===== src/rtl/s2u_pkg.sv =====
// s2u_pkg: types, character constants and digit decoding for the string to u64 parser
// no dependencies; used by string_to_u64_parser and s2u_chk
package s2u_pkg;

	typedef enum logic [1:0] {
		PH_START  = 2'd0,
		PH_ZERO   = 2'd1,
		PH_DIGITS = 2'd2
	} phase_t;

	typedef enum logic [1:0] {
		ST_OK      = 2'd0,
		ST_INVALID = 2'd1,
		ST_RANGE   = 2'd2
	} status_t;

	localparam logic [7:0] CH_ZERO    = 8'h30;
	localparam logic [7:0] CH_NINE    = 8'h39;
	localparam logic [7:0] CH_UPPER_A = 8'h41;
	localparam logic [7:0] CH_UPPER_Z = 8'h5a;
	localparam logic [7:0] CH_LOWER_A = 8'h61;
	localparam logic [7:0] CH_LOWER_Z = 8'h7a;
	localparam logic [7:0] CH_LOWER_X = 8'h78;
	localparam logic [7:0] CH_UPPER_X = 8'h58;

	localparam logic [5:0] BASE_MIN   = 6'd2;
	localparam logic [5:0] BASE_MAX   = 6'd36;
	localparam logic [5:0] BASE_HEX   = 6'd16;
	localparam logic [5:0] BASE_DEC   = 6'd10;
	localparam logic [5:0] BASE_OCT   = 6'd8;
	localparam logic [5:0] BASE_AUTO  = 6'd0;
	localparam logic [5:0] NOT_DIGIT  = 6'd63;

	function automatic logic base_ok(input logic [5:0] b);
		return (b >= BASE_MIN) && (b <= BASE_MAX);
	endfunction

	function automatic logic [5:0] digit_of(input logic [7:0] c);
		logic [7:0] t;
		t = 8'd0;
		if (c >= CH_ZERO && c <= CH_NINE) begin
			t = c - CH_ZERO;
		end else if (c >= CH_UPPER_A && c <= CH_UPPER_Z) begin
			t = c - CH_UPPER_A + 8'd10;
		end else if (c >= CH_LOWER_A && c <= CH_LOWER_Z) begin
			t = c - CH_LOWER_A + 8'd10;
		end else begin
			t = {2'b00, NOT_DIGIT};
		end
		return t[5:0];
	endfunction

endpackage


===== src/rtl/string_to_u64_parser.sv =====
// string_to_u64_parser: streaming unsigned number parser, one character per request
// depends on s2u_pkg
// a character is registered at acceptance and evaluated from that input register into the
//   result register; evaluation waits while a result is stalled at the output
// throughput: one character per cycle unless stalled, set by the single multiply-add acc*base
// reset: arst_n clears the parse state, the base register and both valid flags
module string_to_u64_parser #(
	parameter int VALUE_BITS  = 64,
	parameter int OFFSET_BITS = 32
) (
	input  logic                   clk,
	input  logic                   arst_n,
	input  logic                   cfg_wr_en,
	input  logic [5:0]             base,
	input  logic                   in_valid,
	output logic                   in_stall,
	input  logic [7:0]             char_code,
	output logic                   out_valid,
	input  logic                   out_stall,
	output logic                   done_res,
	output logic [VALUE_BITS-1:0]  value,
	output logic [1:0]             status,
	output logic [OFFSET_BITS-1:0] end_offset
);

	localparam int WB = VALUE_BITS + 7;

	logic [5:0]             base_q;
	logic                   valid_s1;
	logic [7:0]             char_s1;

	s2u_pkg::phase_t        phase_q, phase_nxt;
	logic [5:0]             abase_q, abase_nxt;
	logic [VALUE_BITS-1:0]  acc_q, acc_nxt;
	logic                   rng_q, rng_nxt;
	logic                   any_q, any_nxt;
	logic                   hex_q, hex_nxt;
	logic [OFFSET_BITS-1:0] cnt_q, cnt_nxt;

	logic                   out_valid_q;
	logic [VALUE_BITS-1:0]  value_q;
	s2u_pkg::status_t       status_q;
	logic [OFFSET_BITS-1:0] offset_q;

	logic                   proceed, fire;
	logic                   emit, clear, to_zero, to_digits;
	logic [VALUE_BITS-1:0]  res_value;
	s2u_pkg::status_t       res_status;
	logic [OFFSET_BITS-1:0] res_offset;

	logic                   do_digit;
	logic [5:0]             beff;
	logic [VALUE_BITS-1:0]  acc_in;
	logic                   rng_in, any_in, hex_in;
	logic [OFFSET_BITS-1:0] cnt_in;
	logic [5:0]             dig;
	logic [WB-1:0]          wide;

	assign proceed  = !out_valid_q || !out_stall;
	assign fire     = valid_s1 && proceed;
	assign in_stall = valid_s1 && !proceed;

	// configuration
	always_ff @(posedge clk or negedge arst_n) begin
		if (!arst_n) begin
			base_q <= s2u_pkg::BASE_AUTO;
		end else if (cfg_wr_en) begin
			base_q <= base;
		end
	end

	// input register
	always_ff @(posedge clk or negedge arst_n) begin
		if (!arst_n) begin
			valid_s1 <= 1'b0;
		end else if (!in_stall) begin
			valid_s1 <= in_valid;
		end
	end

	always_ff @(posedge clk) begin
		if (in_valid && !in_stall) begin
			char_s1 <= char_code;
		end
	end

	assign dig  = s2u_pkg::digit_of(char_s1);
	assign wide = WB'(acc_in) * WB'(beff) + WB'(dig);

	// per character evaluation
	always_comb begin
		emit       = 1'b0;
		clear      = 1'b0;
		to_zero    = 1'b0;
		to_digits  = 1'b0;
		res_value  = '0;
		res_status = s2u_pkg::ST_OK;
		res_offset = '0;
		do_digit   = 1'b0;
		beff       = abase_q;
		acc_in     = acc_q;
		rng_in     = rng_q;
		any_in     = any_q;
		hex_in     = hex_q;
		cnt_in     = cnt_q;
		abase_nxt  = abase_q;
		acc_nxt    = acc_q;
		rng_nxt    = rng_q;
		any_nxt    = any_q;
		hex_nxt    = hex_q;
		cnt_nxt    = cnt_q;

		unique case (phase_q)
			s2u_pkg::PH_START: begin
				acc_in = '0;
				rng_in = 1'b0;
				any_in = 1'b0;
				hex_in = 1'b0;
				cnt_in = '0;
				if (char_s1 == s2u_pkg::CH_ZERO && (base_q == s2u_pkg::BASE_AUTO ||
						base_q == s2u_pkg::BASE_HEX || !s2u_pkg::base_ok(base_q))) begin
					to_zero   = 1'b1;
					abase_nxt = base_q;
				end else if (base_q != s2u_pkg::BASE_AUTO && !s2u_pkg::base_ok(base_q)) begin
					emit       = 1'b1;
					res_status = s2u_pkg::ST_INVALID;
				end else begin
					do_digit = 1'b1;
					beff     = (base_q == s2u_pkg::BASE_AUTO) ? s2u_pkg::BASE_DEC : base_q;
				end
			end
			s2u_pkg::PH_ZERO: begin
				if (char_s1 == s2u_pkg::CH_LOWER_X || char_s1 == s2u_pkg::CH_UPPER_X) begin
					if (abase_q != s2u_pkg::BASE_AUTO && !s2u_pkg::base_ok(abase_q)) begin
						emit       = 1'b1;
						res_status = s2u_pkg::ST_OK;
					end else begin
						to_digits = 1'b1;
						abase_nxt = s2u_pkg::BASE_HEX;
						hex_nxt   = 1'b1;
						cnt_nxt   = OFFSET_BITS'(2);
					end
				end else if (abase_q != s2u_pkg::BASE_AUTO && !s2u_pkg::base_ok(abase_q)) begin
					emit       = 1'b1;
					res_status = s2u_pkg::ST_INVALID;
				end else begin
					// leading zero counts as a digit
					do_digit = 1'b1;
					beff     = (abase_q == s2u_pkg::BASE_AUTO) ? s2u_pkg::BASE_OCT
						: s2u_pkg::BASE_HEX;
					acc_in   = '0;
					rng_in   = 1'b0;
					any_in   = 1'b1;
					hex_in   = 1'b0;
					cnt_in   = OFFSET_BITS'(1);
				end
			end
			s2u_pkg::PH_DIGITS: begin
				if (s2u_pkg::base_ok(abase_q)) begin
					do_digit = 1'b1;
				end else begin
					clear = 1'b1;
				end
			end
			default: begin
				clear = 1'b1;
			end
		endcase

		if (do_digit) begin
			to_digits = 1'b1;
			abase_nxt = beff;
			if (dig >= beff) begin
				emit      = 1'b1;
				res_value = acc_in;
				if (rng_in) begin
					res_status = s2u_pkg::ST_RANGE;
					res_offset = cnt_in;
				end else if (any_in) begin
					res_status = s2u_pkg::ST_OK;
					res_offset = cnt_in;
				end else if (hex_in) begin
					res_status = s2u_pkg::ST_OK;
					res_offset = OFFSET_BITS'(1);
				end else begin
					res_status = s2u_pkg::ST_INVALID;
					res_offset = cnt_in;
				end
			end else begin
				cnt_nxt = (&cnt_in) ? cnt_in : cnt_in + 1'b1;
				any_nxt = 1'b1;
				hex_nxt = hex_in;
				if (rng_in) begin
					acc_nxt = acc_in;
					rng_nxt = 1'b1;
				end else if (|wide[WB-1:VALUE_BITS]) begin
					acc_nxt = '1;
					rng_nxt = 1'b1;
				end else begin
					acc_nxt = wide[VALUE_BITS-1:0];
					rng_nxt = 1'b0;
				end
			end
		end

		if (emit || clear) begin
			abase_nxt = '0;
			acc_nxt   = '0;
			rng_nxt   = 1'b0;
			any_nxt   = 1'b0;
			hex_nxt   = 1'b0;
			cnt_nxt   = '0;
		end
	end

	// next phase
	always_comb begin
		priority if (emit || clear) begin
			phase_nxt = s2u_pkg::PH_START;
		end else if (to_zero) begin
			phase_nxt = s2u_pkg::PH_ZERO;
		end else if (to_digits) begin
			phase_nxt = s2u_pkg::PH_DIGITS;
		end else begin
			phase_nxt = phase_q;
		end
	end

	always_ff @(posedge clk or negedge arst_n) begin
		if (!arst_n) begin
			phase_q <= s2u_pkg::PH_START;
			abase_q <= '0;
			acc_q   <= '0;
			rng_q   <= 1'b0;
			any_q   <= 1'b0;
			hex_q   <= 1'b0;
			cnt_q   <= '0;
		end else if (fire) begin
			phase_q <= phase_nxt;
			abase_q <= abase_nxt;
			acc_q   <= acc_nxt;
			rng_q   <= rng_nxt;
			any_q   <= any_nxt;
			hex_q   <= hex_nxt;
			cnt_q   <= cnt_nxt;
		end
	end

	// result register
	always_ff @(posedge clk or negedge arst_n) begin
		if (!arst_n) begin
			out_valid_q <= 1'b0;
		end else if (fire && emit) begin
			out_valid_q <= 1'b1;
		end else if (!out_stall) begin
			out_valid_q <= 1'b0;
		end
	end

	always_ff @(posedge clk) begin
		if (fire && emit) begin
			value_q  <= res_value;
			status_q <= res_status;
			offset_q <= res_offset;
		end
	end

	assign out_valid  = out_valid_q;
	assign done_res   = out_valid_q;
	assign value      = value_q;
	assign status     = status_q;
	assign end_offset = offset_q;

endmodule


===== config.mk =====
export PLATFORM = sky130hd
export DESIGN_NAME = string_to_u64_parser
export DESIGN_NICKNAME = d
export VERILOG_FILES = /design/src/rtl/s2u_pkg.sv /design/src/rtl/string_to_u64_parser.sv
export SDC_FILE = /design/constraint.sdc
export NUM_CORES = 1
export LEC_CHECK = 0
export BUFFER_PORTS_ARGS = -buffer_cell sky130_fd_sc_hd__buf_2
export CAP_MARGIN = 40
export CORE_UTILIZATION = 40
export DETAILED_ROUTE_END_ITERATION = 12
export PLACE_DENSITY = 0.6
export SLEW_MARGIN = 20
export SYNTH_ARGS = -nofsm -noshare
export SYNTH_HDL_FRONTEND = slang
export SYNTH_SLANG_ARGS = --single-unit

===== constraint.sdc =====
create_clock -name clk -period 9.8 [get_ports clk]
set_input_delay 1.96 -clock clk [delete_from_list [all_inputs] [get_ports clk]]
set_output_delay 1.96 -clock clk [all_outputs]
set_load 0.01 [all_outputs]

* After elaboration in Yosys (flattened, before gate mapping)
Cells that the tools add are included.
** Storage, ports and cells
- RAM bits :: 0
- ROM bits :: 0
- Memories :: 0
- Input bits :: 19
- Register bits :: 221
- Output and inout port bits :: 101
- Latch bits :: 0
** Cells by class
- Reductions and logical operators :: 38
- Multipliers :: 1
- Equality and inequality tests :: 11
- Muxes and demuxes :: 94
- Shift operators :: 0
- Order comparisons :: 11
- Div/mod/pow operators :: 0
- Bitwise gates (word level) :: 0
- Add/sub/neg operators :: 7
** Operators with widths (number)
- 2-to-1 mux 64 bit :: 7
- 2-to-1 mux 32 bit :: 12
- one-hot mux 64 bit (2 select lines) :: 1
- 2-to-1 mux 6 bit :: 13
- adder 70 x 6 -> 71 bit :: 1
- multiplier 64 x 6 -> 70 bit :: 1
- one-hot mux 32 bit (2 select lines) :: 1
- 2-to-1 mux 1 bit :: 44
- adder 32 x 1 -> 32 bit, second input constant :: 1
- AND reduction 32 bit :: 1
- one-hot mux 6 bit (2 select lines) :: 2
- == test 8 x 7 -> 1 bit, second input constant :: 2
- >= comparator 8 x 7 -> 1 bit, second input constant :: 2
- <= comparator 8 x 7 -> 1 bit, second input constant :: 2
- adder 6 x 4 -> 6 bit, second input constant :: 2
- >= comparator 6 x 2 -> 1 bit, second input constant :: 2
- <= comparator 6 bit, second input constant :: 2
- logical AND 1 bit :: 12
- logical NOT 6 bit :: 2
- 2-to-1 mux 2 bit :: 6
- != test 4 bit, second input constant :: 3
- one-hot mux 1 bit (2 select lines) :: 6
- nonzero test 6 bit :: 2
- subtractor 6 bit, second input constant :: 2
- 22 further kinds :: 33

* Longest topological paths before layout
Gate-level depths: netlist of the first run.
- Word-level depth :: 15
- Mapped depth :: 34
- Gate-level depth less buffers :: 29

* Worst setup path after synthesis of the first run
OpenSTA, ideal clock, no wires.
- Kind :: reg-to-reg
- From :: reg char_s1[4]
- To :: reg offset_q[0] (netlist: end_offset[0]), enable pin
- Slack :: 1598 ps
- Required time :: 9243 ps
- Path buffers :: 3
- Stages on the path, launching flop included :: 21
- Clock period less this slack :: 8202 ps
- Library setup time :: 557 ps
- Arrival time :: 7645 ps
- Cells stage by stage :: edfxtp_1 ha_1 nor3b_1 o211ai_1 a21oi_1 nor2b_1 and2_1 o21ai_0 a21boi_0 or2_2 clkbuf_1 clkbuf_1 ha_1 a21o_1 a21o_1 a21o_1 a21o_1 a21o_1 clkbuf_1 a21oi_1 nor2_1
** On the way
- Cells in the longest elaborated chain, start to end :: 9
- Elaborated cells on any way between the ends :: 34
** Ends and longest elaborated chain
- start, declared :: line string_to_u64_parser.sv:30 : logic [7:0] char_s1;
- start signal, assigned :: line string_to_u64_parser.sv:83 : char_s1 <= char_code;
- subtractor 6 bit, or another cell as far along :: line s2u_pkg.sv:46 : t = c - CH_LOWER_A + 8'd10;
- adder 6 x 4 -> 6 bit or logical AND 1 bit (tied branches) :: line s2u_pkg.sv:46, s2u_pkg.sv:45
- 2-to-1 mux 6 bit :: line s2u_pkg.sv:45 : end else if (c >= CH_LOWER_A && c <= CH_LOWER_Z) begin
- 2-to-1 mux 6 bit :: line s2u_pkg.sv:43 : end else if (c >= CH_UPPER_A && c <= CH_UPPER_Z) begin
- 2-to-1 mux 6 bit :: line s2u_pkg.sv:41 : if (c >= CH_ZERO && c <= CH_NINE) begin
- >= comparator 6 bit :: line string_to_u64_parser.sv:173 : if (dig >= beff) begin
- 2-to-1 mux 1 bit :: line string_to_u64_parser.sv:173
- 2-to-1 mux 1 bit (*) :: line string_to_u64_parser.sv:170 : if (do_digit) begin
- logical AND 1 bit (*) :: line string_to_u64_parser.sv:261 : if (fire && emit) begin
- end signal, assigned :: line string_to_u64_parser.sv:264 : offset_q <= res_offset;
- end, declared :: line string_to_u64_parser.sv:43 : logic [OFFSET_BITS-1:0] offset_q;
Mark *: on every way between the ends. The rest lies on a longest branch, timed or not.
A chain may end at the register's enable or synchronous reset.

* Worst setup path in the final report of the first run
- From :: reg char_s1[4]
- To :: reg acc_q[0]
** On the way
- Cells in the longest elaborated chain, start to end :: 12
- Elaborated cells on any way between the ends :: 49
** Ends and longest elaborated chain
- == test 8 x 7 -> 1 bit, or another cell as far along :: line string_to_u64_parser.sv:133 : if (char_s1 == s2u_pkg::CH_LOWER_X || char_s1 == s2u_pkg::CH_UPPER_X) begin
- logical OR 1 bit, or another cell as far along :: line string_to_u64_parser.sv:133
- 2-to-1 mux 64 bit, or another cell as far along :: line string_to_u64_parser.sv:133
- one-hot mux 64 bit (2 select lines), or another cell as far along :: line string_to_u64_parser.sv:113 : unique case (phase_q)
- multiplier 64 x 6 -> 70 bit or 2-to-1 mux 6 bit (tied branches) :: line string_to_u64_parser.sv:88, s2u_pkg.sv:41
- adder 70 x 6 -> 71 bit :: line string_to_u64_parser.sv:88 : assign wide = WB'(acc_in) * WB'(beff) + WB'(dig);
- OR reduction 7 bit :: line string_to_u64_parser.sv:196 : end else if (|wide[WB-1:VALUE_BITS]) begin
- 2-to-1 mux 64 bit :: line string_to_u64_parser.sv:196
- 2-to-1 mux 64 bit :: line string_to_u64_parser.sv:193 : if (rng_in) begin
- 2-to-1 mux 64 bit :: line string_to_u64_parser.sv:173
- 2-to-1 mux 64 bit :: line string_to_u64_parser.sv:170
- 2-to-1 mux 64 bit :: line string_to_u64_parser.sv:206 : if (emit || clear) begin
- end signal, assigned :: line string_to_u64_parser.sv:241 : acc_q <= acc_nxt;
- end, declared :: line string_to_u64_parser.sv:34 : logic [VALUE_BITS-1:0] acc_q, acc_nxt;
Several ways; a longest one is shown, not always the timed one. The select of a mux whose other input is x is not followed.

==> results of run 1 <==
[cell families (layout without fill, tap and decap cells)]
kind of cell	Yosys count	after routing	synth area share [%]
and+or+nand+nor	1071	1071	20.19
AOI/OAI and AO/OA	533	533	15.63
adders and majority gates	416	416	30.90
DFF	221	221	26.39
buffers and inverters	215	278	3.879
xor gates and xnor gates	69	69	2.631
muxes	8	8	0.3814
[power breakdown]
group / switching [mW] / internal, mW / leakage (nW)
Sequential: 0.0794 / 1.17 / 2.61
Clock: 0.450 / 0.680 / 0.488
Combinational: 1.02 / 0.348 / 8.99
Total: 1.55 / 2.20 / 12.1
[synth_stat cells, drive strengths merged, types with 16 or more instances]
| cell | instances |
|---|---|
| nor2 | 545 |
| inv | 65 |
| o22a | 16 |
| a21o | 38 |
| and3 | 17 |
| and2 | 47 |
| nand3 | 37 |
| a31oi | 17 |
| a21oi | 175 |
| nand4 | 34 |
| o21ai | 102 |
| o21a | 16 |
| xnor2 | 33 |
| a211oi | 47 |
| fa | 252 |
| nand2 | 266 |
| clkbuf | 93 |
| dfrtp | 115 |
| buf | 57 |
| xor2 | 36 |
| nor3 | 46 |
| edfxtp | 106 |
| ha | 164 |
| o221ai | 24 |
[cells in the final DEF, fill, tap and decap left out, types with 7 or more instances in the layout]
cell,n
sky130_fd_sc_hd__and3_1,17
sky130_fd_sc_hd__a31oi_1,17
sky130_fd_sc_hd__a21o_1,38
sky130_fd_sc_hd__a221oi_1,7
sky130_fd_sc_hd__xnor2_1,33
sky130_fd_sc_hd__or3_1,12
sky130_fd_sc_hd__o21ai_0,96
sky130_fd_sc_hd__clkbuf_1,8
sky130_fd_sc_hd__o31ai_1,13
sky130_fd_sc_hd__ha_1,164
sky130_fd_sc_hd__o211ai_1,10
sky130_fd_sc_hd__and4_1,7
sky130_fd_sc_hd__edfxtp_1,106
sky130_fd_sc_hd__o21a_1,16
sky130_fd_sc_hd__buf_4,30
sky130_fd_sc_hd__clkbuf_16,31
sky130_fd_sc_hd__and2_1,47
sky130_fd_sc_hd__nor2_1,544
sky130_fd_sc_hd__nand4_1,34
sky130_fd_sc_hd__a211oi_1,16
sky130_fd_sc_hd__or2_2,7
sky130_fd_sc_hd__o21bai_1,11
sky130_fd_sc_hd__nand2_1,262
sky130_fd_sc_hd__dfrtp_1,115
sky130_fd_sc_hd__nand3_1,37
sky130_fd_sc_hd__nand2b_1,10
sky130_fd_sc_hd__nor2b_1,13
sky130_fd_sc_hd__buf_2,120
sky130_fd_sc_hd__xor2_1,36
sky130_fd_sc_hd__nor4_1,8
sky130_fd_sc_hd__nor3_1,46
sky130_fd_sc_hd__a21oi_1,175
sky130_fd_sc_hd__inv_1,65
sky130_fd_sc_hd__o221ai_1,24
sky130_fd_sc_hd__o22a_1,16
sky130_fd_sc_hd__a211oi_2,31
sky130_fd_sc_hd__a211o_1,8
sky130_fd_sc_hd__fa_1,252
[worst min-delay path by stage]
stage,startpoint,endpoint,slack [ps],cells after the start
after floorplan,any_q,any_q,450,2
after global placement,any_q,any_q,460,2
after detailed placement,any_q,any_q,460,2
after CTS,any_q,any_q,480,2
after global routing,any_q,any_q,490,2
final,any_q,any_q,480,2
[through the flow]
stage | power [mW] | util [%] | cells | hold slack (ps) | setup WS [ps]
after floorplan | 2.125 | - | 2533 | 447.9 | 1598
after global placement | 2.589 | 42.70 | 3287 | 461.3 | 264.9
after detailed placement | 2.614 | 42.80 | 3291 | 464.8 | 511.4
after CTS | 3.763 | 44.59 | 3347 | 479.5 | 475.4
after global routing | 3.959 | 44.79 | 3352 | 492.0 | 54.74
final | 3.747 | 44.79 | 3352 | 478.6 | 630.4
[layout make-up]
type	instances	area [um^2]
clock inverter	14	166.4
sequential	221	6061
tap	756	945.9
multi-input combinational	2097	16100
clock buffer	42	847.1
fill	5568	31250
inverter	65	244.0
timing repair buffer	157	985.9
[sequential cells by signal, indices dropped and copies added, names as in the netlist]
signal / cells
valid_s1: 1
acc_q: 64
abase_q: 6
hex_q: 1
end_offset: 32
char_s1: 8
value: 64
status: 2
cnt_q: 32
rng_q: 1
done_res: 1
phase_q: 2
any_q: 1
base_q: 6
[worst max-delay path, delay by kind of cell (launching register included)]
family / cells / cell delay (ps)
buf+inv: 3 / 880
xor+xnor: 1 / 140
compound gates: 11 / 3040
fa+ha+maj: 6 / 2460
flops: 1 / 450
simple gates: 8 / 2060
[timing repair]
item	CTS	global route
setup endpoints to repair	0	57
endpoints found under the hold margin	0	0
resized for setup	0	1
[per-layer routing]
layer	vias to the layer above	part of all wire, %	global-route usage, %
met5	-	0	0
met1	9606	45	29.07
met2	474	49	37.40
met3	101	4.0	2.297
met4	0	2.1	5.508
li1	8844	-	-
==> run_summary.xml, run 1 <==
<?xml version="1.0" encoding="UTF-8"?>
<metrics>
  <group name="worst_setup_path">
    <metric name="timing.critical_path.slowest_cell_delay" unit="ps">710</metric>
    <metric name="r2r-end" unit="">acc_q[0]</metric>
    <metric name="timing.critical_path.fanout_max" unit="">32</metric>
    <metric name="timing.reg2reg.worst_path_depth" unit="">29</metric>
    <metric name="crit_end" unit="">acc_q[0]</metric>
    <metric name="critPathMostFrequentCell" unit="">sky130_fd_sc_hd__o21ai_0</metric>
    <metric name="critPathSlowestCell" unit="">sky130_fd_sc_hd__a2111oi_2</metric>
    <metric name="regToRegSetupSlack" unit="ps">630</metric>
    <metric name="cp_data_arrival_time" unit="ps">9630</metric>
    <metric name="end_kind" unit="">flip-flop</metric>
    <metric name="regToRegStartpoint" unit="">char_s1[4]</metric>
    <metric name="startpoint_type" unit="">flip-flop</metric>
    <metric name="crit_path_start" unit="">char_s1[4]</metric>
    <metric name="timing_worst_setup_path_type" unit="">reg -&gt; reg</metric>
    <metric name="crit_required" unit="ps">10260</metric>
  </group>
  <group name="yosys">
    <metric name="syn_avg_cell_area" unit="um^2">9.067</metric>
    <metric name="synth-async-reset-ratio" unit="%">52.04</metric>
    <metric name="synth_top_flop_cell" unit="">sky130_fd_sc_hd__dfrtp_1</metric>
    <metric name="synth_cell_type_count" unit="">76</metric>
    <metric name="yosys-top-cells-area" unit="">sky130_fd_sc_hd__fa_1 (22%), sky130_fd_sc_hd__edfxtp_1 (14%), sky130_fd_sc_hd__dfrtp_1 (13%)</metric>
    <metric name="synth_warnings" unit="">0</metric>
    <metric name="synth_top_area_share" unit="%">21.97</metric>
    <metric name="synth_seq_area_share" unit="%">26.39</metric>
    <metric name="synth_largest_area_cell" unit="">sky130_fd_sc_hd__fa_1</metric>
    <metric name="synth_cells" unit="">2533</metric>
    <metric name="ys_seq_elements" unit="">221</metric>
    <metric name="syn-cell-area" unit="um^2">22970</metric>
    <metric name="synth_enable_flop_cells" unit="">106</metric>
    <metric name="mappedNetlistNets" unit="">2968</metric>
  </group>
  <group name="power_and_ir_drop">
    <metric name="max_rail_drop_vdd" unit="uV">156.0</metric>
    <metric name="pwr_density_cell" unit="nW/um^2">147.8</metric>
    <metric name="total_leakage_power" unit="nW">12.08</metric>
  </group>
  <group name="grt">
    <metric name="globalRouteTotalUtil" unit="%">21.71</metric>
    <metric name="grt_pass1_vias" unit="">20140</metric>
    <metric name="grt_start_max_net_pins" unit="">71</metric>
    <metric name="global_route_wire_length_before_repair" unit="um">105300</metric>
    <metric name="antenna_found_initial" unit="">0</metric>
    <metric name="globalRoute.totalOverflow" unit="">0</metric>
  </group>
  <group name="status">
    <metric name="outcome" unit="">finished clean</metric>
  </group>
  <group name="clock_tree">
    <metric name="cts.sink_count" unit="">221</metric>
    <metric name="clock_tree_from_tritoncts" unit="">yes</metric>
    <metric name="clock-root-buffer" unit="">sky130_fd_sc_hd__clkbuf_16</metric>
    <metric name="cts.path.max_buffers" unit="">3</metric>
    <metric name="clk_pin_slew_worst_paths" unit="ps">60</metric>
    <metric name="worstSkewPairLatency" unit="ps">590</metric>
    <metric name="ctsHoldBuffers" unit="">0</metric>
    <metric name="cts_max_level" unit="">1</metric>
    <metric name="postCtsSetupRepairBufs" unit="">0</metric>
    <metric name="cts_made_buffers" unit="">30</metric>
  </group>
  <group name="floorplanning">
    <metric name="placement_rows" unit="">87</metric>
    <metric name="design.die.area" unit="um^2">58380</metric>
    <metric name="num_io_pins" unit="">120</metric>
    <metric name="die_x" unit="um">241.6</metric>
    <metric name="initial_utilization" unit="%">40.57</metric>
    <metric name="fp.coreArea" unit="um^2">56600</metric>
    <metric name="die_y" unit="um">241.6</metric>
  </group>
  <group name="sta">
    <metric name="worst_slew_margin_rel" unit="%">45.98</metric>
    <metric name="rsz0062_at_grt" unit="">no</metric>
    <metric name="finalHoldViolCount" unit="">0</metric>
    <metric name="period_needed" unit="ps">9170</metric>
    <metric name="tightest_slew" unit="ps">808.4</metric>
    <metric name="achievable-frequency" unit="MHz">109.1</metric>
    <metric name="final_critical_path_share_of_the_clock_period" unit="%">93.57</metric>
    <metric name="report.final.slew_viol_count" unit="">0</metric>
    <metric name="setup-tns-final" unit="ps">0</metric>
    <metric name="final_setup_violation_count" unit="">0</metric>
    <metric name="timing.clock.skew" unit="ps">16.04</metric>
  </group>
  <group name="layout">
    <metric name="finalInstanceArea" unit="um^2">25350</metric>
    <metric name="synthToLayoutAreaGrowth" unit="%">10.40</metric>
    <metric name="diodes" unit="">0</metric>
    <metric name="net_total_in_the_final_layout" unit="">3007</metric>
    <metric name="final_layout_size_suffix_gt1_share" unit="%">10.48</metric>
  </group>
  <group name="drt">
    <metric name="drt_drc_violations_left" unit="">0</metric>
    <metric name="first_pass_iters" unit="">5</metric>
    <metric name="num_vias" unit="">19030</metric>
    <metric name="drtIter0Drc" unit="">1333</metric>
    <metric name="post_drt_wl_per_cell" unit="um">18.69</metric>
    <metric name="final_antenna_net_count" unit="">0</metric>
    <metric name="route.final.wire_length" unit="um">62660</metric>
    <metric name="routed_via_density" unit="">5.676</metric>
  </group>
  <group name="flow_run">
    <metric name="cap_violations" unit="">0</metric>
  </group>
  <group name="placement">
    <metric name="buffer_ports.inserted" unit="">119</metric>
    <metric name="post-dp-hpwl" unit="um">46990</metric>
    <metric name="placement.cell_area" unit="um^2">24230</metric>
    <metric name="routabilityCongestion" unit="">0.9141</metric>
  </group>
  <group name="min_path">
    <metric name="timing.hold.worst.class" unit="">reg -&gt; reg</metric>
  </group>
</metrics>
Power figures use the tool's default switching activity.
==> run 2: changes to the inputs <==
--- a/config.mk
+++ b/config.mk
@@ -5,6 +5,7 @@
 export SDC_FILE = /design/constraint.sdc
 export NUM_CORES = 1
 export LEC_CHECK = 0
+export ABC_AREA = 1
 export BUFFER_PORTS_ARGS = -buffer_cell sky130_fd_sc_hd__buf_2
 export CAP_MARGIN = 40
 export CORE_UTILIZATION = 40
==> run 2 against run 1 <==
Non-clock buffer count fell by 9. Final cell count rose by 26%. Maximum frequency rose by 17%. Flip-flop and latch count did not move. Critical endpoint is now acc_q[4].
==> run_summary.xml, run 2 <==
<?xml version="1.0" encoding="UTF-8"?>
<metrics>
  <group name="status">
    <metric name="outcome" unit="">finished clean</metric>
  </group>
  <group name="placement">
    <metric name="placement.cell_area" unit="um^2">26180</metric>
    <metric name="post-dp-hpwl" unit="um">53220</metric>
    <metric name="dp_cells" unit="">4180</metric>
    <metric name="routabilityCongestion" unit="">0.9808</metric>
    <metric name="pre_cts_worst_setup_slack" unit="ps">1967</metric>
    <metric name="buffer_ports.inserted" unit="">119</metric>
  </group>
  <group name="yosys">
    <metric name="yosys-top-cells-area" unit="">sky130_fd_sc_hd__fa_1 (20%), sky130_fd_sc_hd__edfxtp_1 (13%), sky130_fd_sc_hd__nand2_1 (12%)</metric>
    <metric name="synth_adder_area_share" unit="%">28.52</metric>
    <metric name="synth_seq_area_share" unit="%">24.36</metric>
    <metric name="synth_top_flop_cell" unit="">sky130_fd_sc_hd__dfrtp_1</metric>
    <metric name="synth_xor_xnor_area_share" unit="%">2.710</metric>
    <metric name="syn_avg_cell_area" unit="um^2">7.489</metric>
    <metric name="mappedNetlistNets" unit="">3758</metric>
    <metric name="syn-cell-area" unit="um^2">24890</metric>
    <metric name="synth_top_area_share" unit="%">20.27</metric>
    <metric name="synth.mux.area_fraction" unit="%">0</metric>
    <metric name="post-synth-top-count-cell" unit="">sky130_fd_sc_hd__nand2_1</metric>
    <metric name="synth_largest_area_cell" unit="">sky130_fd_sc_hd__fa_1</metric>
    <metric name="synth_simple_gate_area_share" unit="%">30.76</metric>
    <metric name="synth_enable_flop_cells" unit="">106</metric>
    <metric name="synth_area_in_compound_gates" unit="%">7.019</metric>
    <metric name="synth-async-reset-ratio" unit="%">52.04</metric>
    <metric name="synth_cells" unit="">3323</metric>
    <metric name="synth_cell_type_count" unit="">49</metric>
    <metric name="ys_seq_elements" unit="">221</metric>
    <metric name="ys_top_cells_by_count" unit="">sky130_fd_sc_hd__nand2_1 (822), sky130_fd_sc_hd__nor2_1 (805), sky130_fd_sc_hd__inv_1 (259)</metric>
    <metric name="largest_family_of_logic_cells_by_synthesized_area" unit="">simple AND/OR/NAND/NOR gates</metric>
    <metric name="synth_warnings" unit="">0</metric>
  </group>
  <group name="worst_setup_path">
    <metric name="timing_worst_setup_path_type" unit="">reg -&gt; reg</metric>
    <metric name="r2r-end" unit="">acc_q[4]</metric>
    <metric name="regToRegStartpoint" unit="">char_s1[5]</metric>
    <metric name="timing.critical_path.slowest_cell_delay" unit="ps">580</metric>
    <metric name="crit_required" unit="ps">10270</metric>
    <metric name="timing.critical_path.fanout_max" unit="">54</metric>
    <metric name="end_kind" unit="">flip-flop</metric>
    <metric name="critPathMostFrequentCell" unit="">sky130_fd_sc_hd__nand2_1</metric>
    <metric name="timing.reg2reg.worst_path_depth" unit="">31</metric>
    <metric name="critPathSlowestCell" unit="">sky130_fd_sc_hd__fa_1</metric>
    <metric name="cp_data_arrival_time" unit="ps">8300</metric>
    <metric name="startpoint_type" unit="">flip-flop</metric>
    <metric name="crit_path_start" unit="">char_s1[5]</metric>
    <metric name="regToRegSetupSlack" unit="ps">1970</metric>
  </group>
  <group name="layout">
    <metric name="diodes" unit="">0</metric>
    <metric name="layout.cells.most_common_list" unit="">sky130_fd_sc_hd__nand2_1 (820), sky130_fd_sc_hd__nor2_1 (804), sky130_fd_sc_hd__inv_1 (257), sky130_fd_sc_hd__fa_1 (252), sky130_fd_sc_hd__nand3_1 (184)</metric>
    <metric name="final_layout_size_suffix_gt1_share" unit="%">7.649</metric>
    <metric name="net_total_in_the_final_layout" unit="">3813</metric>
    <metric name="finalInstanceArea" unit="um^2">27260</metric>
    <metric name="post_layout_nonfiller_instances" unit="">4236</metric>
    <metric name="most_frequent_standard_cell_in_the_layout_excluding_fill_and_tap_cells" unit="">sky130_fd_sc_hd__nand2_1</metric>
    <metric name="synthToLayoutAreaGrowth" unit="%">9.563</metric>
  </group>
  <group name="floorplanning">
    <metric name="die_y" unit="um">251.4</metric>
    <metric name="num_io_pins" unit="">120</metric>
    <metric name="placement_rows" unit="">91</metric>
    <metric name="die_x" unit="um">251.4</metric>
    <metric name="design.die.area" unit="um^2">63210</metric>
    <metric name="fp.coreArea" unit="um^2">61600</metric>
    <metric name="initial_utilization" unit="%">40.40</metric>
  </group>
  <group name="clock_tree">
    <metric name="postCtsSetupRepairBufs" unit="">0</metric>
    <metric name="cts_max_level" unit="">1</metric>
    <metric name="cts.path.max_buffers" unit="">3</metric>
    <metric name="ctsHoldBuffers" unit="">0</metric>
    <metric name="worstSkewPairLatency" unit="ps">580</metric>
    <metric name="cts.sink_count" unit="">221</metric>
    <metric name="clock_tree_from_tritoncts" unit="">yes</metric>
    <metric name="clock-root-buffer" unit="">sky130_fd_sc_hd__clkbuf_16</metric>
    <metric name="post_cts_resized" unit="">0</metric>
    <metric name="clk_pin_slew_worst_paths" unit="ps">60</metric>
    <metric name="cts_made_buffers" unit="">29</metric>
  </group>
  <group name="power_and_ir_drop">
    <metric name="max_rail_drop_vdd" unit="uV">259.5</metric>
    <metric name="cell_internal_pwr" unit="mW">3.289</metric>
    <metric name="switching_share" unit="%">50.52</metric>
    <metric name="pwr_density_cell" unit="nW/um^2">243.8</metric>
    <metric name="clkPwrFrac" unit="%">17.1</metric>
    <metric name="p_seq_share" unit="%">22.6</metric>
    <metric name="p_switching" unit="mW">3.359</metric>
    <metric name="total_leakage_power" unit="nW">13.83</metric>
    <metric name="share_of_total_power_in_combinational_logic" unit="%">60.4</metric>
  </group>
  <group name="drt">
    <metric name="first_pass_iters" unit="">5</metric>
    <metric name="drtIter0Drc" unit="">1671</metric>
    <metric name="routed_via_density" unit="">5.181</metric>
    <metric name="drt_drc_violations_left" unit="">0</metric>
    <metric name="final_antenna_net_count" unit="">0</metric>
    <metric name="post_drt_wl_per_cell" unit="um">16.79</metric>
    <metric name="num_vias" unit="">21950</metric>
    <metric name="route.final.wire_length" unit="um">71130</metric>
  </group>
  <group name="min_path">
    <metric name="destination_of_the_worst_hold_path" unit="">acc_q[36]</metric>
    <metric name="worst_hold_path.num_cells" unit="">2</metric>
    <metric name="hold_path.startpoint" unit="">acc_q[36]</metric>
    <metric name="timing.hold.worst.class" unit="">reg -&gt; reg</metric>
  </group>
  <group name="sta">
    <metric name="final_critical_path_share_of_the_clock_period" unit="%">79.85</metric>
    <metric name="worst_slew_margin_rel" unit="%">38.21</metric>
    <metric name="timing.clock.skew" unit="ps">19.37</metric>
    <metric name="achievable-frequency" unit="MHz">127.8</metric>
    <metric name="rsz0062_at_grt" unit="">no</metric>
    <metric name="finalHoldViolCount" unit="">0</metric>
    <metric name="final_setup_violation_count" unit="">0</metric>
    <metric name="setup-tns-final" unit="ps">0</metric>
    <metric name="worst_slack" unit="ps">1974</metric>
    <metric name="report.final.slew_viol_count" unit="">0</metric>
    <metric name="period_needed" unit="ps">7826</metric>
    <metric name="tightest_slew" unit="ps">917.2</metric>
  </group>
  <group name="grt">
    <metric name="globalRouteTotalUtil" unit="%">22.96</metric>
    <metric name="grt_start_max_net_pins" unit="">67</metric>
    <metric name="global_route_wire_length_before_repair" unit="um">117900</metric>
    <metric name="grt_pass1_vias" unit="">21920</metric>
    <metric name="globalRoute.totalOverflow" unit="">0</metric>
    <metric name="antenna_found_initial" unit="">0</metric>
  </group>
  <group name="flow_run">
    <metric name="cap_violations" unit="">0</metric>
  </group>
</metrics>
==> run 2: changes by cell type after synthesis, moves of 23 or more <==
cell | previous run | this run
sky130_fd_sc_hd__nand4_1 | 34 | 11
sky130_fd_sc_hd__a211oi_2 | 30 | 0
sky130_fd_sc_hd__clkbuf_1 | 93 | 48
sky130_fd_sc_hd__nor3_1 | 46 | 12
sky130_fd_sc_hd__inv_1 | 65 | 259
sky130_fd_sc_hd__nand3_1 | 37 | 188
sky130_fd_sc_hd__a21o_1 | 38 | 14
sky130_fd_sc_hd__nor2_1 | 545 | 805
sky130_fd_sc_hd__a21oi_1 | 175 | 152
sky130_fd_sc_hd__nand2_1 | 265 | 822
sky130_fd_sc_hd__o221ai_1 | 24 | 0
sky130_fd_sc_hd__and2_1 | 47 | 0
==> run 2: cell type report <==
| cell class | count | area, um^2 |
|---|---|---|
| clock buffer | 34 | 754.5 |
| clock inverter | 18 | 242.7 |
| fill | 6335 | 34330 |
| inverter | 270 | 1013 |
| multi-input combinational | 2708 | 17220 |
| sequential | 221 | 6061 |
| tap | 837 | 1047 |
| timing repair buffer | 148 | 930.9 |
==> run 2: layer usage <==
metal  vias up  track usage [%]  wire (um)
li1      10670                -          -
met1     10550            32.29      32470
met2       630            38.13      33370
met3        98            2.321       3882
met4         0            5.174       1409
met5         -                0          0
==> run 2: metrics by stage <==
step           power (mW)  utilization [%]  hold WS [ps]
2_1_floorplan       4.449                -         449.3
3_3_place_gp        5.446            42.38         485.5
3_5_place_dp        5.501            42.51         489.1
4_1_cts             6.688            44.12         505.0
5_1_grt             7.271            44.26         519.3
6_report            6.648            44.26         500.9
==> run 2: kinds of logic (layout without fill, tap and decap cells) <==
family | count (synthesis) | count (layout)
xor gates and xnor gates | 77 | 77
AOI/OAI and AO/OA | 318 | 318
adders and majority gates | 416 | 416
and+or+nand+nor | 1897 | 1897
buffers and inverters | 394 | 470
DFF | 221 | 221
==> run 2: critical path, delay by kind of cell, from the launching register on <==
family	cells	cell delay, ps
AO/OA/AOI/OAI	1	200
adder cells (fa/ha/maj)	6	2470
buffers and inverters	5	1470
flip-flops	1	490
AND/OR/NAND/NOR	19	2970
==> run 2: how the worst max path moves through the flow <==
| stage | to | slack (ps) | cells after the start |
|---|---|---|---|
| global placement | acc_q[4] | 1980 | 31 |
| detailed placement | acc_q[4] | 1970 | 31 |
| global route | acc_q[4] | 1410 | 33 |
| finish | acc_q[4] | 1970 | 31 |
| floorplan | end_offset[0] | 2060 | 23 |
| CTS | acc_q[4] | 1930 | 31 |
==> run 2: power by group through the flow <==
| stage | combinational, mW | clock [mW] | sequential [mW] |
|---|---|---|---|
| after floorplan | 2.87 | 0 | 1.57 |
| after global placement | 3.93 | 0 | 1.51 |
| after detailed placement | 3.99 | 0 | 1.51 |
| after CTS | 4.02 | 1.17 | 1.50 |
| after global routing | 4.53 | 1.21 | 1.53 |
| final | 4.01 | 1.14 | 1.50 |
==> run 3: changes to the inputs <==
==> constraint.sdc (replaced) <==
create_clock -name clk -period 7.2 [get_ports clk]
set_input_delay 1.44 -clock clk [delete_from_list [all_inputs] [get_ports clk]]
set_output_delay 1.44 -clock clk [all_outputs]
set_load 0.01 [all_outputs]
==> run 3 against run 2 <==
Clock-buffer cell count is 7 higher. Critical endpoint is now acc_q[9]. Flip-flop and latch count stayed put. Maximum frequency is 16% higher. Via count is 0.86% lower. Combinational power is 41% higher. Clock power is 46% higher. Largest power group unchanged. Clock skew is 23 ps higher. Sequential share of layout area is 0.28 points lower. Die area stayed put. Wire length is 0.22% lower. Worst hold slack better by 6.4 ps. Non-clock buffer count is 17 higher.
==> run_summary.xml, run 3 (synthesis results as in run 2) <==
<?xml version="1.0" encoding="UTF-8"?>
<metrics>
  <group name="sta">
    <metric name="final_setup_violation_count" unit="">0</metric>
    <metric name="final_critical_path_share_of_the_clock_period" unit="%">93.92</metric>
    <metric name="timing.clock.skew" unit="ps">42.35</metric>
    <metric name="worst_slew_margin_rel" unit="%">45.36</metric>
    <metric name="achievable-frequency" unit="MHz">147.9</metric>
    <metric name="worst_slack" unit="ps">437.7</metric>
    <metric name="fin_worst_hold_slack" unit="ps">507.3</metric>
    <metric name="report.final.slew_viol_count" unit="">0</metric>
    <metric name="period_needed" unit="ps">6762</metric>
    <metric name="tightest_slew" unit="ps">814.5</metric>
    <metric name="finalHoldViolCount" unit="">0</metric>
  </group>
  <group name="grt">
    <metric name="antenna_found_initial" unit="">0</metric>
    <metric name="use_met3" unit="%">2.125</metric>
    <metric name="global_route.usage.met1" unit="%">31.12</metric>
    <metric name="grt_pass1_vias" unit="">22180</metric>
    <metric name="grt_start_max_net_pins" unit="">99</metric>
    <metric name="top_usage_layer" unit="">met2</metric>
    <metric name="globalRoute.totalOverflow" unit="">0</metric>
    <metric name="globalRouteMet2Util" unit="%">38.97</metric>
    <metric name="global_route_wire_length_before_repair" unit="um">117400</metric>
    <metric name="globalRouteTotalUtil" unit="%">22.76</metric>
  </group>
  <group name="floorplanning">
    <metric name="placement_rows" unit="">91</metric>
    <metric name="design.die.area" unit="um^2">63210</metric>
    <metric name="initial_utilization" unit="%">40.40</metric>
    <metric name="die_x" unit="um">251.4</metric>
    <metric name="num_io_pins" unit="">120</metric>
    <metric name="die_y" unit="um">251.4</metric>
    <metric name="fp.coreArea" unit="um^2">61600</metric>
  </group>
  <group name="power_and_ir_drop">
    <metric name="finalPower" unit="mW">9.377</metric>
    <metric name="max_rail_drop_vdd" unit="uV">283.9</metric>
    <metric name="pwr_density_cell" unit="nW/um^2">339.6</metric>
    <metric name="total_leakage_power" unit="nW">14.01</metric>
  </group>
  <group name="min_path">
    <metric name="timing.hold.worst.class" unit="">reg -&gt; reg</metric>
    <metric name="hold_path.startpoint" unit="">acc_q[8]</metric>
    <metric name="destination_of_the_worst_hold_path" unit="">acc_q[8]</metric>
    <metric name="worst_hold_path.num_cells" unit="">2</metric>
  </group>
  <group name="clock_tree">
    <metric name="cts.sink_count" unit="">221</metric>
    <metric name="cts.path.max_buffers" unit="">3</metric>
    <metric name="cts_made_buffers" unit="">30</metric>
    <metric name="ctsHoldBuffers" unit="">0</metric>
    <metric name="clk_pin_slew_worst_paths" unit="ps">50</metric>
    <metric name="worstSkewPairLatency" unit="ps">620</metric>
    <metric name="clock_tree_from_tritoncts" unit="">yes</metric>
    <metric name="clock-root-buffer" unit="">sky130_fd_sc_hd__clkbuf_16</metric>
    <metric name="cts_max_level" unit="">1</metric>
  </group>
  <group name="drt">
    <metric name="drtIter0Drc" unit="">1325</metric>
    <metric name="post_drt_wl_per_cell" unit="um">16.67</metric>
    <metric name="drt_drc_violations_left" unit="">0</metric>
    <metric name="num_vias" unit="">21760</metric>
    <metric name="first_pass_iters" unit="">7</metric>
    <metric name="routed_via_density" unit="">5.112</metric>
    <metric name="final_antenna_net_count" unit="">0</metric>
    <metric name="route.final.wire_length" unit="um">70980</metric>
  </group>
  <group name="layout">
    <metric name="fin_util" unit="%">44.83</metric>
    <metric name="fillCellCount" unit="">6301</metric>
    <metric name="diodes" unit="">0</metric>
    <metric name="most_frequent_standard_cell_in_the_layout_excluding_fill_and_tap_cells" unit="">sky130_fd_sc_hd__nand2_1</metric>
    <metric name="net_total_in_the_final_layout" unit="">3831</metric>
    <metric name="synthToLayoutAreaGrowth" unit="%">10.97</metric>
    <metric name="finalInstanceArea" unit="um^2">27620</metric>
    <metric name="final_layout_size_suffix_gt1_share" unit="%">8.246</metric>
    <metric name="layout.cells.most_common_list" unit="">sky130_fd_sc_hd__nand2_1 (819), sky130_fd_sc_hd__nor2_1 (801), sky130_fd_sc_hd__inv_1 (257), sky130_fd_sc_hd__fa_1 (252), sky130_fd_sc_hd__nand3_1 (184)</metric>
  </group>
  <group name="placement">
    <metric name="routabilityCongestion" unit="">0.9325</metric>
    <metric name="post-dp-hpwl" unit="um">53030</metric>
    <metric name="placement.cell_area" unit="um^2">26320</metric>
    <metric name="pre_cts_worst_setup_slack" unit="ps">426.6</metric>
    <metric name="buffer_ports.inserted" unit="">119</metric>
  </group>
  <group name="worst_setup_path">
    <metric name="critPathMostFrequentCell" unit="">sky130_fd_sc_hd__nand2_1</metric>
    <metric name="r2r-end" unit="">acc_q[9]</metric>
    <metric name="timing_worst_setup_path_type" unit="">reg -&gt; reg</metric>
    <metric name="regToRegStartpoint" unit="">base_q[0]</metric>
    <metric name="critPathSlowestCell" unit="">sky130_fd_sc_hd__fa_1</metric>
    <metric name="end_kind" unit="">flip-flop</metric>
    <metric name="cp_data_arrival_time" unit="ps">7230</metric>
    <metric name="startpoint_type" unit="">flip-flop</metric>
    <metric name="crit_path_start" unit="">base_q[0]</metric>
    <metric name="crit_required" unit="ps">7670</metric>
    <metric name="regToRegSetupSlack" unit="ps">440</metric>
    <metric name="timing.critical_path.fanout_max" unit="">25</metric>
    <metric name="timing.critical_path.slowest_cell_delay" unit="ps">540</metric>
    <metric name="timing.reg2reg.worst_path_depth" unit="">34</metric>
  </group>
  <group name="status">
    <metric name="outcome" unit="">finished clean</metric>
  </group>
  <group name="flow_run">
    <metric name="cap_violations" unit="">0</metric>
  </group>
</metrics>
==> run 3: changes by cell type in the layout (fill, tap and decap cells not counted), moves of 2 or more <==
| cell | previous run | this run |
|---|---|---|
| sky130_fd_sc_hd__clkbuf_1 | 4 | 6 |
| sky130_fd_sc_hd__nor2_2 | 8 | 11 |
| sky130_fd_sc_hd__clkinvlp_4 | 4 | 1 |
| sky130_fd_sc_hd__buf_4 | 21 | 27 |
| sky130_fd_sc_hd__clkbuf_8 | 1 | 5 |
| sky130_fd_sc_hd__inv_6 | 3 | 1 |
| sky130_fd_sc_hd__nor2_1 | 804 | 801 |
| sky130_fd_sc_hd__buf_6 | 0 | 3 |
| sky130_fd_sc_hd__buf_12 | 5 | 14 |
==> run 3: critical path: cells and delay by family (launching register included) <==
kind	cells	cell delay [ps]
and+or+nand+nor	21	2700
adders and majority gates	5	2250
buffers and inverters	6	920
DFF	1	380
AOI/OAI and AO/OA	2	350
==> run 3: layer usage <==
layer | share of wire [%] | up-vias
met5 | 0 | -
met4 | 1.8 | 0
met1 | 46 | 10510
met3 | 4.2 | 80
li1 | - | 10690
met2 | 48 | 478
==> run 3: worst max path at each step <==
stage,cells past startpoint,endpoint
after floorplan,40,acc_q[13]
after global placement,36,acc_q[46]
after detailed placement,33,acc_q[36]
after CTS,38,acc_q[19]
after global routing,34,acc_q[28]
final,34,acc_q[9]
==> run 3: stage by stage <==
step                setup TNS [ps]  instances
CTS                              0       4246
detailed placement               0       4190
global route                -104.9       4257
floorplan                        0       3323
global placement                 0       4190
finish                           0       4257
==> run 3: cell type report <==
class	count	area (um^2)	share of cell area, %
Clock buffer	41	842.1	3.049
Clock inverter	15	244.0	0.8835
Inverter	270	1013	3.670
Multi-Input combinational cell	2708	17230	62.40
Sequential cell	221	6061	21.95
Tap cell	837	1047	3.792
Timing Repair Buffer	165	1175	4.254
==> run 3: timing repair <==
action                     CTS  global route
resized for setup            0            11
setup endpoints to repair    0            54
buffers inserted             0             5
==> run 3: report_power, final <==
part	total [mW]	internal, mW	leakage [nW]	switching [mW]
combinational	5.67	1.93	10.9	3.74
sequential	2.04	1.80	2.55	0.240
clock	1.67	1.03	0.528	0.642
total	9.38	4.76	14.0	4.62
